## src/rtl/bmm_pkg.sv

```systemverilog
// ---------------------------------------------------------------------------
// bmm_pkg
// Shared constants and types of the bipartite matching engine.
// ---------------------------------------------------------------------------
`default_nettype none

package bmm_pkg;

  localparam int MAX_LEFT  = 32;
  localparam int MAX_RIGHT = 32;
  localparam int ROW_W     = 32;
  localparam int LEFT_W    = $clog2(MAX_LEFT);
  localparam int RIGHT_W   = $clog2(ROW_W);
  localparam int CNT_W     = 6;

  typedef struct packed {
    logic start;
    logic take;
  } search_cmd_t;

  typedef struct packed {
    logic             valid;
    logic [CNT_W-1:0] count;
  } search_res_t;

endpackage

`default_nettype wire

```

## src/rtl/bmm_row_store.sv

```systemverilog
// ---------------------------------------------------------------------------
// bmm_row_store
// Adjacency rows of the loaded graph, one per left vertex, with a row count.
// ---------------------------------------------------------------------------
`default_nettype none

module bmm_row_store (
  input  logic                        clk,
  input  logic                        rst,
  input  logic                        wr_en,
  input  logic [bmm_pkg::ROW_W-1:0]   wr_data,
  input  logic                        clear,
  input  logic [bmm_pkg::LEFT_W-1:0]  rd_addr,
  output logic [bmm_pkg::ROW_W-1:0]   rd_data,
  output logic [bmm_pkg::CNT_W-1:0]   rows
);
  import bmm_pkg::*;

  logic [ROW_W-1:0] mem [MAX_LEFT];
  logic             has_room;

  // Rows beyond the store depth are dropped.
  assign has_room = (rows < CNT_W'(MAX_LEFT));
  assign rd_data  = mem[rd_addr];

  always_ff @(posedge clk) begin
    if (rst) begin
      rows <= '0;
    end else if (clear) begin
      rows <= '0;
    end else if (wr_en && has_room) begin
      rows <= rows + CNT_W'(1);
    end
  end

  always_ff @(posedge clk) begin
    if (wr_en && has_room) begin
      mem[rows[LEFT_W-1:0]] <= wr_data;
    end
  end

endmodule

`default_nettype wire

```

## src/rtl/bmm_search.sv

```systemverilog
// ---------------------------------------------------------------------------
// bmm_search
// Augmenting-path sequencer: one right vertex is tested per cycle of scanning,
// with an explicit stack of suspended left vertices and an owner table.
// ---------------------------------------------------------------------------
`default_nettype none

module bmm_search (
  input  logic                        clk,
  input  logic                        rst,
  input  bmm_pkg::search_cmd_t        cmd,
  input  logic [bmm_pkg::CNT_W-1:0]   rows,
  input  logic [bmm_pkg::CNT_W-1:0]   nr,
  output logic [bmm_pkg::LEFT_W-1:0]  rd_addr,
  input  logic [bmm_pkg::ROW_W-1:0]   row,
  output logic                        busy,
  output bmm_pkg::search_res_t        res
);
  import bmm_pkg::*;

  typedef enum logic [2:0] {
    S_IDLE,
    S_START,
    S_SCAN,
    S_UNWIND,
    S_DONE
  } state_t;

  state_t             state;
  logic [CNT_W-1:0]   left_idx;
  logic [LEFT_W-1:0]  cur_left;
  logic [CNT_W-1:0]   r;
  logic [CNT_W-1:0]   sp;
  logic [CNT_W-1:0]   matched;
  logic [ROW_W-1:0]   visited;
  logic [MAX_RIGHT-1:0] owner_valid;
  logic [LEFT_W-1:0]  owner     [MAX_RIGHT];
  logic [LEFT_W-1:0]  stk_left  [MAX_LEFT];
  logic [RIGHT_W-1:0] stk_chosen [MAX_LEFT];

  logic [RIGHT_W-1:0] r_idx;
  logic [CNT_W-1:0]   sp_m1;
  logic [LEFT_W-1:0]  top_idx;
  logic               in_range;
  logic               cand;
  logic               owned;

  assign r_idx    = r[RIGHT_W-1:0];
  assign sp_m1    = sp - CNT_W'(1);
  assign top_idx  = sp_m1[LEFT_W-1:0];
  assign in_range = (r < nr);
  assign cand     = in_range && row[r_idx] && !visited[r_idx];
  assign owned    = owner_valid[r_idx];
  assign rd_addr  = cur_left;
  assign busy     = (state != S_IDLE);

  assign res.valid = (state == S_DONE) && cmd.take;
  assign res.count = matched;

  always_ff @(posedge clk) begin
    if (rst) begin
      state       <= S_IDLE;
      owner_valid <= '0;
      matched     <= '0;
      left_idx    <= '0;
      sp          <= '0;
    end else begin
      case (state)
        S_IDLE: begin
          if (cmd.start) begin
            matched  <= '0;
            left_idx <= '0;
            state    <= S_START;
          end
        end
        S_START: begin
          if (left_idx == rows) begin
            state <= S_DONE;
          end else begin
            cur_left <= left_idx[LEFT_W-1:0];
            r        <= '0;
            sp       <= '0;
            visited  <= '0;
            state    <= S_SCAN;
          end
        end
        S_SCAN: begin
          if (!in_range) begin
            if (sp == '0) begin
              // No augmenting path from this left vertex.
              left_idx <= left_idx + CNT_W'(1);
              state    <= S_START;
            end else begin
              cur_left <= stk_left[top_idx];
              r        <= CNT_W'(stk_chosen[top_idx]) + CNT_W'(1);
              sp       <= sp_m1;
            end
          end else if (cand) begin
            visited[r_idx] <= 1'b1;
            if (!owned) begin
              owner_valid[r_idx] <= 1'b1;
              state              <= S_UNWIND;
            end else begin
              sp       <= sp + CNT_W'(1);
              cur_left <= owner[r_idx];
              r        <= '0;
            end
          end else begin
            r <= r + CNT_W'(1);
          end
        end
        S_UNWIND: begin
          if (sp == '0) begin
            matched  <= matched + CNT_W'(1);
            left_idx <= left_idx + CNT_W'(1);
            state    <= S_START;
          end else begin
            owner_valid[stk_chosen[top_idx]] <= 1'b1;
            sp                               <= sp_m1;
          end
        end
        S_DONE: begin
          if (cmd.take) begin
            owner_valid <= '0;
            state       <= S_IDLE;
          end
        end
        default: begin
          state <= S_IDLE;
        end
      endcase
    end
  end

  // Owner table and stack: one write port each.
  always_ff @(posedge clk) begin
    if (state == S_SCAN && cand && !owned) begin
      owner[r_idx] <= cur_left;
    end else if (state == S_UNWIND && sp != '0) begin
      owner[stk_chosen[top_idx]] <= stk_left[top_idx];
    end
    if (state == S_SCAN && cand && owned) begin
      stk_left[sp[LEFT_W-1:0]]   <= cur_left;
      stk_chosen[sp[LEFT_W-1:0]] <= r_idx;
    end
  end

endmodule

`default_nettype wire

```

## src/rtl/bipartite_max_matching.sv

```systemverilog
// ---------------------------------------------------------------------------
// bipartite_max_matching
// Maximum bipartite matching by augmenting paths over a loaded bit graph.
// ---------------------------------------------------------------------------
//
//   channel   signals                               beat
//   cfg       cfg_valid, cfg_ready, num_right       one register write
//   in        in_valid, in_ready, adjacency_row,    one left vertex row
//             last_row
//   out       out_valid, out_ready, match_count     one matching size
//
// An ordinary row beat leaves in_ready high, so rows follow back to back.
// The beat with last_row set starts the search; in_ready stays low until the
// result is handed to the output register. The search tests one right
// vertex per cycle in the shared scan step; each row takes a start step,
// then scan, push and pop steps, then unwind steps if a path is found,
// and a done step waits for the output register. The output register lets
// the next graph load while a result still waits. Reset is synchronous and
// needs no clearing pass; cfg_ready is always high.
// ---------------------------------------------------------------------------
`default_nettype none

module bipartite_max_matching (
  input  logic                       clk,
  input  logic                       rst,
  input  logic                       cfg_valid,
  output logic                       cfg_ready,
  input  logic [bmm_pkg::CNT_W-1:0]  num_right,
  input  logic                       in_valid,
  output logic                       in_ready,
  input  logic [bmm_pkg::ROW_W-1:0]  adjacency_row,
  input  logic                       last_row,
  output logic                       out_valid,
  input  logic                       out_ready,
  output logic [bmm_pkg::CNT_W-1:0]  match_count
);
  import bmm_pkg::*;

  logic [CNT_W-1:0]  nr_reg;
  logic [CNT_W-1:0]  nr_eff;
  logic              start_pend;
  logic              in_acc;
  logic              busy;
  logic [CNT_W-1:0]  rows;
  logic [LEFT_W-1:0] rd_addr;
  logic [ROW_W-1:0]  rd_data;
  search_cmd_t       cmd;
  search_res_t       res;

  assign cfg_ready = 1'b1;

  // The right count in use never exceeds the row width.
  assign nr_eff = (nr_reg > CNT_W'(MAX_RIGHT)) ? CNT_W'(MAX_RIGHT) : nr_reg;

  // Rows load while the search is idle; the cycle after the last row is
  // blocked until the sequencer has picked up the start.
  assign in_ready = !busy && !start_pend;
  assign in_acc   = in_valid && in_ready;

  assign cmd.start = start_pend;
  assign cmd.take  = !out_valid || out_ready;

  always_ff @(posedge clk) begin
    if (rst) begin
      nr_reg     <= CNT_W'(MAX_RIGHT);
      start_pend <= 1'b0;
      out_valid  <= 1'b0;
    end else begin
      if (cfg_valid) begin
        nr_reg <= num_right;
      end
      start_pend <= in_acc && last_row;
      if (res.valid) begin
        out_valid <= 1'b1;
      end else if (out_ready) begin
        out_valid <= 1'b0;
      end
    end
  end

  always_ff @(posedge clk) begin
    if (res.valid) begin
      match_count <= res.count;
    end
  end

  bmm_row_store u_store (
    .clk     (clk),
    .rst     (rst),
    .wr_en   (in_acc),
    .wr_data (adjacency_row),
    .clear   (res.valid),
    .rd_addr (rd_addr),
    .rd_data (rd_data),
    .rows    (rows)
  );

  bmm_search u_search (
    .clk     (clk),
    .rst     (rst),
    .cmd     (cmd),
    .rows    (rows),
    .nr      (nr_eff),
    .rd_addr (rd_addr),
    .row     (rd_data),
    .busy    (busy),
    .res     (res)
  );

endmodule

`default_nettype wire

```

## config.mk

```make
export PLATFORM = sky130hd
export DESIGN_NAME = bipartite_max_matching
export DESIGN_NICKNAME = d
export VERILOG_FILES = /design/src/rtl/bmm_pkg.sv /design/src/rtl/bmm_row_store.sv /design/src/rtl/bmm_search.sv /design/src/rtl/bipartite_max_matching.sv
export SDC_FILE = /design/constraint.sdc
export NUM_CORES = 2
export LEC_CHECK = 0
export BUFFER_PORTS_ARGS = -buffer_cell sky130_fd_sc_hd__buf_2
export CORE_ASPECT_RATIO = 1.1
export CORE_MARGIN = 2
export CORE_UTILIZATION = 63
export DETAILED_ROUTE_END_ITERATION = 10
export GPL_TIMING_DRIVEN = 0
export PLACE_DENSITY = 0.79
export SLEW_MARGIN = 10
export SYNTH_ARGS = -nofsm -noshare
export SYNTH_HDL_FRONTEND = slang
export SYNTH_SLANG_ARGS = --single-unit
```

## constraint.sdc

```tcl
create_clock -name clk -period 6.7 [get_ports clk]
set_clock_uncertainty 0.1 [all_clocks]
set_input_delay 1.34 -clock clk [delete_from_list [all_inputs] [get_ports clk]]
set_output_delay 1.34 -clock clk [all_outputs]
set_load 0.1 [all_outputs]
```

Yosys cells after proc, flatten, opt, wreduce, memory -nomap -nowiden

Memories as Yosys holds them, arrays and structs flattened. A register that Yosys moved wholly into a read port is not among the register bits.
Cells that the tools add are included.

Register bits: 116
RAM bits: 1504
Output and inout bits: 9
Word-level logic and storage cells: 161
Memories kept: 4

Add/sub/neg operators: 7
$lt $le $gt $ge: 7
Eq/ne operators: 19
Muxes and demuxes: 68
Bitwise operators: 4
Reduce and logical (&&, ||, !) cells: 39

Memories:

| name                | words | bits a word | rd ports | clocked after Yosys merged registers in | write ports | line                | RTL |
|---|---|---|---|---|---|---|---|
| u_store.mem         | 32    | 32          | 1        | 1                                       | 1           | bmm_row_store.sv:19 | `logic [ROW_W-1:0] mem [MAX_LEFT];` |
| u_search.owner      | 32    | 5           | 1        | 1                                       | 1           | bmm_search.sv:37    | `logic [LEFT_W-1:0] owner [MAX_RIGHT];` |
| u_search.stk_chosen | 32    | 5           | 1        | 0                                       | 1           | bmm_search.sv:39    | `logic [RIGHT_W-1:0] stk_chosen [MAX_LEFT];` |
| u_search.stk_left   | 32    | 5           | 1        | 0                                       | 1           | bmm_search.sv:38    | `logic [LEFT_W-1:0] stk_left [MAX_LEFT];` |

Operators with widths:

| cell                  | number |
|---|---|
| $mux W32              | 8 |
| $or A32 B32 Y32       | 3 |
| $pmux W32 S3          | 1 |
| $mux W6               | 14 |
| $pmux W32 S2          | 1 |
| $mux W5               | 9 |
| $pmux W6 S3           | 2 |
| $add A6 B1 Y6 const B | 5 |
| $pmux W6 S2           | 2 |
| $mux W3               | 7 |
| $mux W1               | 17 |
| $bmux W1 S5           | 3 |
| $pmux W3 S5           | 1 |
| $logic_and A1 B1 Y1   | 13 |
| $lt A5 B6 Y1 const B  | 2 |
| $reduce_and A6 Y1     | 2 |
| $reduce_bool A3 Y1    | 4 |
| $demux W1 S5          | 2 |
| $ge A5 B1 Y1 const B  | 2 |
| $ne A2 B2 Y1 const B  | 5 |
| $pmux W5 S2           | 1 |
| $reduce_and A5 Y1     | 2 |
| $ne A3 B3 Y1 const B  | 3 |
| $ne A2 B1 Y1 const B  | 4 |
| 22 further kinds      | 31 |

Longest topological paths before layout

Depth in word-level cells: 11
Gate-level depth with buffers: 17

Cells and area by module

A second synthesis with hierarchy kept.

Cell total of the unflattened synthesis: 3843
Area, all modules: 65708.0 um2

By module, submodules not included:

| module                 | instances | cells each | area an instance (um2) | seq. area each (um2) |
|---|---|---|---|---|
| bmm_row_store          | 1         | 2266       | 40169.8                | 30869.6 |
| bmm_search             | 1         | 1535       | 25010.2                | 16866.2 |
| bipartite_max_matching | 1         | 42         | 528.0                  | 340.3 |

Worst setup path after synthesis

Ideal clock, no wire load.

Path type: register to register
From: reg u_search.state[1]
To: mem u_store.mem[31][0], enable pin
Arrival: 5.847 ns
Path slack: 0.332 ns
Cell stages (with the launch flop): 7
Path buffers: 1
Cell sequence: dfxtp_1 -> clkbuf_1 -> nor4_1 -> nand2_1 -> nor2_1 -> nand2_1 -> nor2_1

Word-level cells in the longest chain between the ends: 7

RTL lines:

| what                          | line                         | RTL |
|---|---|---|
| start, declared               | bmm_search.sv:29             | `state_t state;` |
| start signal, assigned        | bmm_search.sv:62             | `state <= S_IDLE;` |
| start signal, assigned        | bmm_search.sv:73             | `state <= S_START;` |
| start signal, assigned        | bmm_search.sv:78             | `state <= S_DONE;` |
| $reduce_bool A3 Y1            | bmm_search.sv:55             | `assign busy = (state != S_IDLE);` |
| $logic_not A1 Y1              | bipartite_max_matching.sv:57 | `assign in_ready = !busy && !start_pend;` |
| $logic_and A1 B1 Y1           | bipartite_max_matching.sv:57 |  |
| via in_ready                  | bipartite_max_matching.sv:30 | `output logic in_ready,` |
| $logic_and A1 B1 Y1           | bipartite_max_matching.sv:58 | `assign in_acc = in_valid && in_ready;` |
| $logic_and A1 B1 Y1           | bmm_row_store.sv:37          | `if (wr_en && has_room) begin` |
| $mux W1                       | bmm_row_store.sv:37          |  |
| $mux W1 (implied by the code) | bmm_row_store.sv:38          | `mem[rows[LEFT_W-1:0]] <= wr_data;` |
| end, declared                 | bmm_row_store.sv:19          |  |

The timed path passes the listed nets, and every way through them passes these cells.

==> results.sh <==
export IMPL_dieHeight_um=342
export IMPL_setup_viol=241
export IMPL_worstMarginPinSlew_ns=1.34
export IMPL_antenna_left=0
export IMPL_netlist_instances=3333
export IMPL_arrival_ns=7.27
export IMPL_hold_start="u_search.matched[5]$_SDFFE_PP0P_"
export IMPL_yosysSeqAreaShare_pct=73.6
export IMPL_avgSynthCellArea_sq_um=19.6
export IMPL_largest_reg_flops=1024
export IMPL_maxCapViolCount=0
export IMPL_clock_sinks=1630
export IMPL_r2r_setup_slack_ns=-0.28
export IMPL_hold_depth=0
export IMPL_cts_max_path_buffers=3
export IMPL_hold_class="flop to flop"
export IMPL_violations="negative setup slack"
export IMPL_crit_path_max_incr_delay_ns=0.94
export IMPL_rsz0062_at_grt="true"
export IMPL_dr_max_layer_used="met4"
export IMPL_dp_hpwl_mm=120
export IMPL_cp_common_cell="buf_2"
export IMPL_via_per_inst=7.32
export IMPL_vias=37500
export IMPL_antenna_found_initial=5
export IMPL_clkSlewWorstSetupHoldPaths_ns=0.06
export IMPL_die_w_um=311
export IMPL_final_period_utilization_pct=104
export IMPL_wl_per_cell_um=37.0
export IMPL_worstReg2RegEnd="u_search.stk_chosen[2][3]$_DFFE_PP_"
export IMPL_cts_root_buffer="clkbuf_16"
export IMPL_cpLargestDelayFamily="simple AND/OR/NAND/NOR gates"
export IMPL_grt_pass1_vias=37100
export IMPL_power_frac_seq_pct=53.3
export IMPL_power_frac_clock_pct=42.5
export IMPL_die_area_sq_um=106000
export IMPL_cp_cell_sequence="buf_2 -> buf_6 -> clkbuf_1 -> nor2b_1 -> a22oi_1 -> a21oi_1 -> o21ai_0 -> o2111ai_1 -> nand2_1 -> nor4_1 -> buf_2 -> nand4_1 -> nor2_2"
export IMPL_io_pins=53
export IMPL_crit_fanout=10
export IMPL_syn_nets=3400
export IMPL_dr_wl_met2_mm=89.4
export IMPL_p_leak_nw=23.9
export IMPL_rr_worst_depth=13
export IMPL_synth_seq_cells=1630
export IMPL_numCtsBuffers=155
export IMPL_start_util_pct=63.2
export IMPL_grt_start_max_net_pins=41
export IMPL_portBuffers=50
export IMPL_start_kind="flop"
export IMPL_area_delta_synth_final_pct=14.1
export IMPL_outcome="finished, violations left"
export IMPL_synth_top_cells_by_area="edfxtp_1, mux4_2, mux4_1"
export IMPL_setup_tns_ns=-43.95
export IMPL_initialDrtViolationCount=6422
export IMPL_synth_area_sq_um=65400
export IMPL_row_count=124
export IMPL_fillCellCount=5783
export IMPL_end_kind="flop"
export IMPL_slew_violations=0
export IMPL_final_nets=3681
export IMPL_pwr_share_comb_pct=4.2
export IMPL_critPathKind="flop to flop"
export IMPL_path_buf_inv=4
export IMPL_power_switching_mw=4.42
export IMPL_grt_pass1_wl_mm=268
export IMPL_cts_tree="built"
export IMPL_wl_met3_mm=23.9
export IMPL_switching_share_pct=21.0
export IMPL_required_ns=6.99
export IMPL_min_to="match_count[5]$_DFFE_PP_"
export IMPL_p_per_area_nw_per_um2=282
export IMPL_core_sq_um=103000
export IMPL_fmax_mhz=143
export IMPL_synth_edf_count=1553
export IMPL_period_needed_ns=6.98
export IMPL_max_slew_margin_pct=10.1
export IMPL_utilization_pct=72.1
export IMPL_drtPass1Iterations=11
export IMPL_gp_congestion=0.918
export IMPL_synth_top_area_share_pct=71.3
export IMPL_slowest_stage="clkbuf_1"
export IMPL_clock_latency_ns=0.79
export IMPL_htree_num_levels=4
export IMPL_hold_viol=0
export IMPL_grt_ovfl_total=0
export IMPL_ys_flop_type="edfxtp_1"
export IMPL_synth_top_area_cell="edfxtp_1"
export IMPL_ys_warnings_count=0
export IMPL_met1Wirelength_mm=61.5
export IMPL_final_setup_worst_slack_ns=-0.282
export IMPL_wl_mm=190
export IMPL_internal_power_mw=16.6
export IMPL_yosysUniqueCellTypes=93
export IMPL_synth_async_reset_ratio_pct=0
export IMPL_irDropWorstVdd_mv=0.275
export IMPL_track_usage_pct=35.9
export IMPL_drcViolationCount=0
export IMPL_drive_above_1_share_pct=23.6
==> layer usage <==
metal | vias to the layer above | GRT usage (%)
met4 | 0 | 22.9
met5 | - | 0
met2 | 3408 | 56.5
li1 | 14300 | -
met1 | 18900 | 44.9
met3 | 919 | 9.48
==> worst reg2reg max path, delay by kind of cell (launching register included) <==
family                 cells  cell delay, ns
AO/OA/AOI/OAI              4            0.95
buffers and inverters      4            1.91
flip-flops                 1            0.47
AND/OR/NAND/NOR            5            3.15
==> power groups by stage <==
stage	Combinational, mW	Clock [mW]	Sequential (mW)
2_1_floorplan	0.459	0	11.4
3_3_place_gp	0.769	0	11.4
3_5_place_dp	0.838	0	11.4
4_1_cts	0.852	8.94	11.2
5_1_grt	0.910	9.30	11.2
6_report	0.889	8.94	11.2
==> worst max path at each step <==
stage,cells after the start,from,end
6_report,13,flop,u_search.stk_chosen[2][3]$_DFFE_PP_
5_1_grt,11,flop,u_search.stk_chosen[6][2]$_DFFE_PP_
4_1_cts,12,u_search.r[0]$_DFFE_PP_,u_search.stk_left[22][3]$_DFFE_PP_
3_5_place_dp,14,u_search.sp[0]$_SDFFE_PP0P_,u_search.owner[0][2]$_DFFE_PP_
3_3_place_gp,11,u_search.sp[0]$_SDFFE_PP0P_,u_search.owner[0][4]$_DFFE_PP_
2_1_floorplan,6,u_search.state[1]$_SDFFE_PP0P_,u_store.mem[31][0]$_DFFE_PP_
==> cells in the mapped netlist, types with 7 or more instances <==
library cell  count
edfxtp_1       1553
mux4_2          326
nor2_1          243
mux2i_1         132
a21oi_1         115
nand2_1         111
clkbuf_1         87
dfxtp_1          77
mux4_1           63
nand3_1          56
a22oi_1          54
o21ai_0          51
buf_2            43
nor3_1           25
ha_1             23
a221oi_1         22
buf_1            22
nand4_1          17
nor2b_1          16
inv_1            15
xnor2_1          15
xor2_1           15
mux2_2           14
buf_6            12
a32o_1           11
buf_12           11
buf_4            11
o22ai_1          11
a31oi_1           9
nand2b_1          9
o211ai_1          9
buf_8             8
a21o_1            7
and3_1            7
o31ai_1           7
==> cell usage in the layout, fill, tap and decap left out, drive strengths merged, types with 25 or more instances in the layout <==
master / Yosys / final
edfxtp: 1553 / 1553
mux4: 389 / 389
clkbuf: 91 / 279
nor2: 245 / 245
buf: 107 / 231
mux2i: 132 / 132
a21oi: 115 / 115
nand2: 111 / 111
dfxtp: 77 / 77
clkinv: 2 / 58
nand3: 57 / 57
a22oi: 54 / 54
o21ai: 54 / 54
nor3: 26 / 26
a221oi: 25 / 25
==> stage by stage <==
step | hold slack (ns) | cell area (sq um) | setup slack (ns) | instances | total power [mW]
3_5_place_dp | 0.352 | 69200 | -0.493 | 4834 | 12.3
4_1_cts | 0.363 | 74400 | -0.0727 | 5112 | 21.0
5_1_grt | 0.375 | 74600 | -0.222 | 5122 | 21.4
6_report | 0.355 | 74600 | -0.282 | 5128 | 21.0
3_3_place_gp | 0.338 | 67400 | -0.948 | 4769 | 12.2
2_1_floorplan | 0.328 | 65400 | 0.332 | 3333 | 11.9
==> cell families (layout without fill, tap and decap cells) <==
| logic type | after synthesis | after routing | share of synthesized area, % |
|---|---|---|---|
| adders and majority gates | 23 | 23 | 0.440 |
| buffers and inverters | 216 | 618 | 1.98 |
| and+or+nand+nor | 540 | 540 | 3.84 |
| DFF | 1630 | 1630 | 73.6 |
| xor gates and xnor gates | 30 | 30 | 0.402 |
| muxes | 536 | 536 | 16.0 |
| AOI/OAI and AO/OA | 357 | 357 | 3.67 |
| other | 1 | 8 | 0.00573 |
==> layout make-up <==
cell class,instances,area (sq um),share of cell area (%)
diodes,7,17.5,0.0235
plain buffers,197,1240,1.66
clock buffers,189,4140,5.55
clock inverters,89,966,1.29
inverters,18,67.6,0.0905
multi-input cells,1487,16400,21.9
flip-flops and latches,1630,48200,64.5
well taps,1386,1730,2.32
repair buffers,125,1910,2.56
==> what timing repair did <==
action                     4_1_cts  5_1_grt
setup endpoints to repair      527      382
buffers inserted                 1        4
pin swaps                        0        1
hold buffers                     0        0
resized for setup               20       32
(Power assumes the default switching activity.)
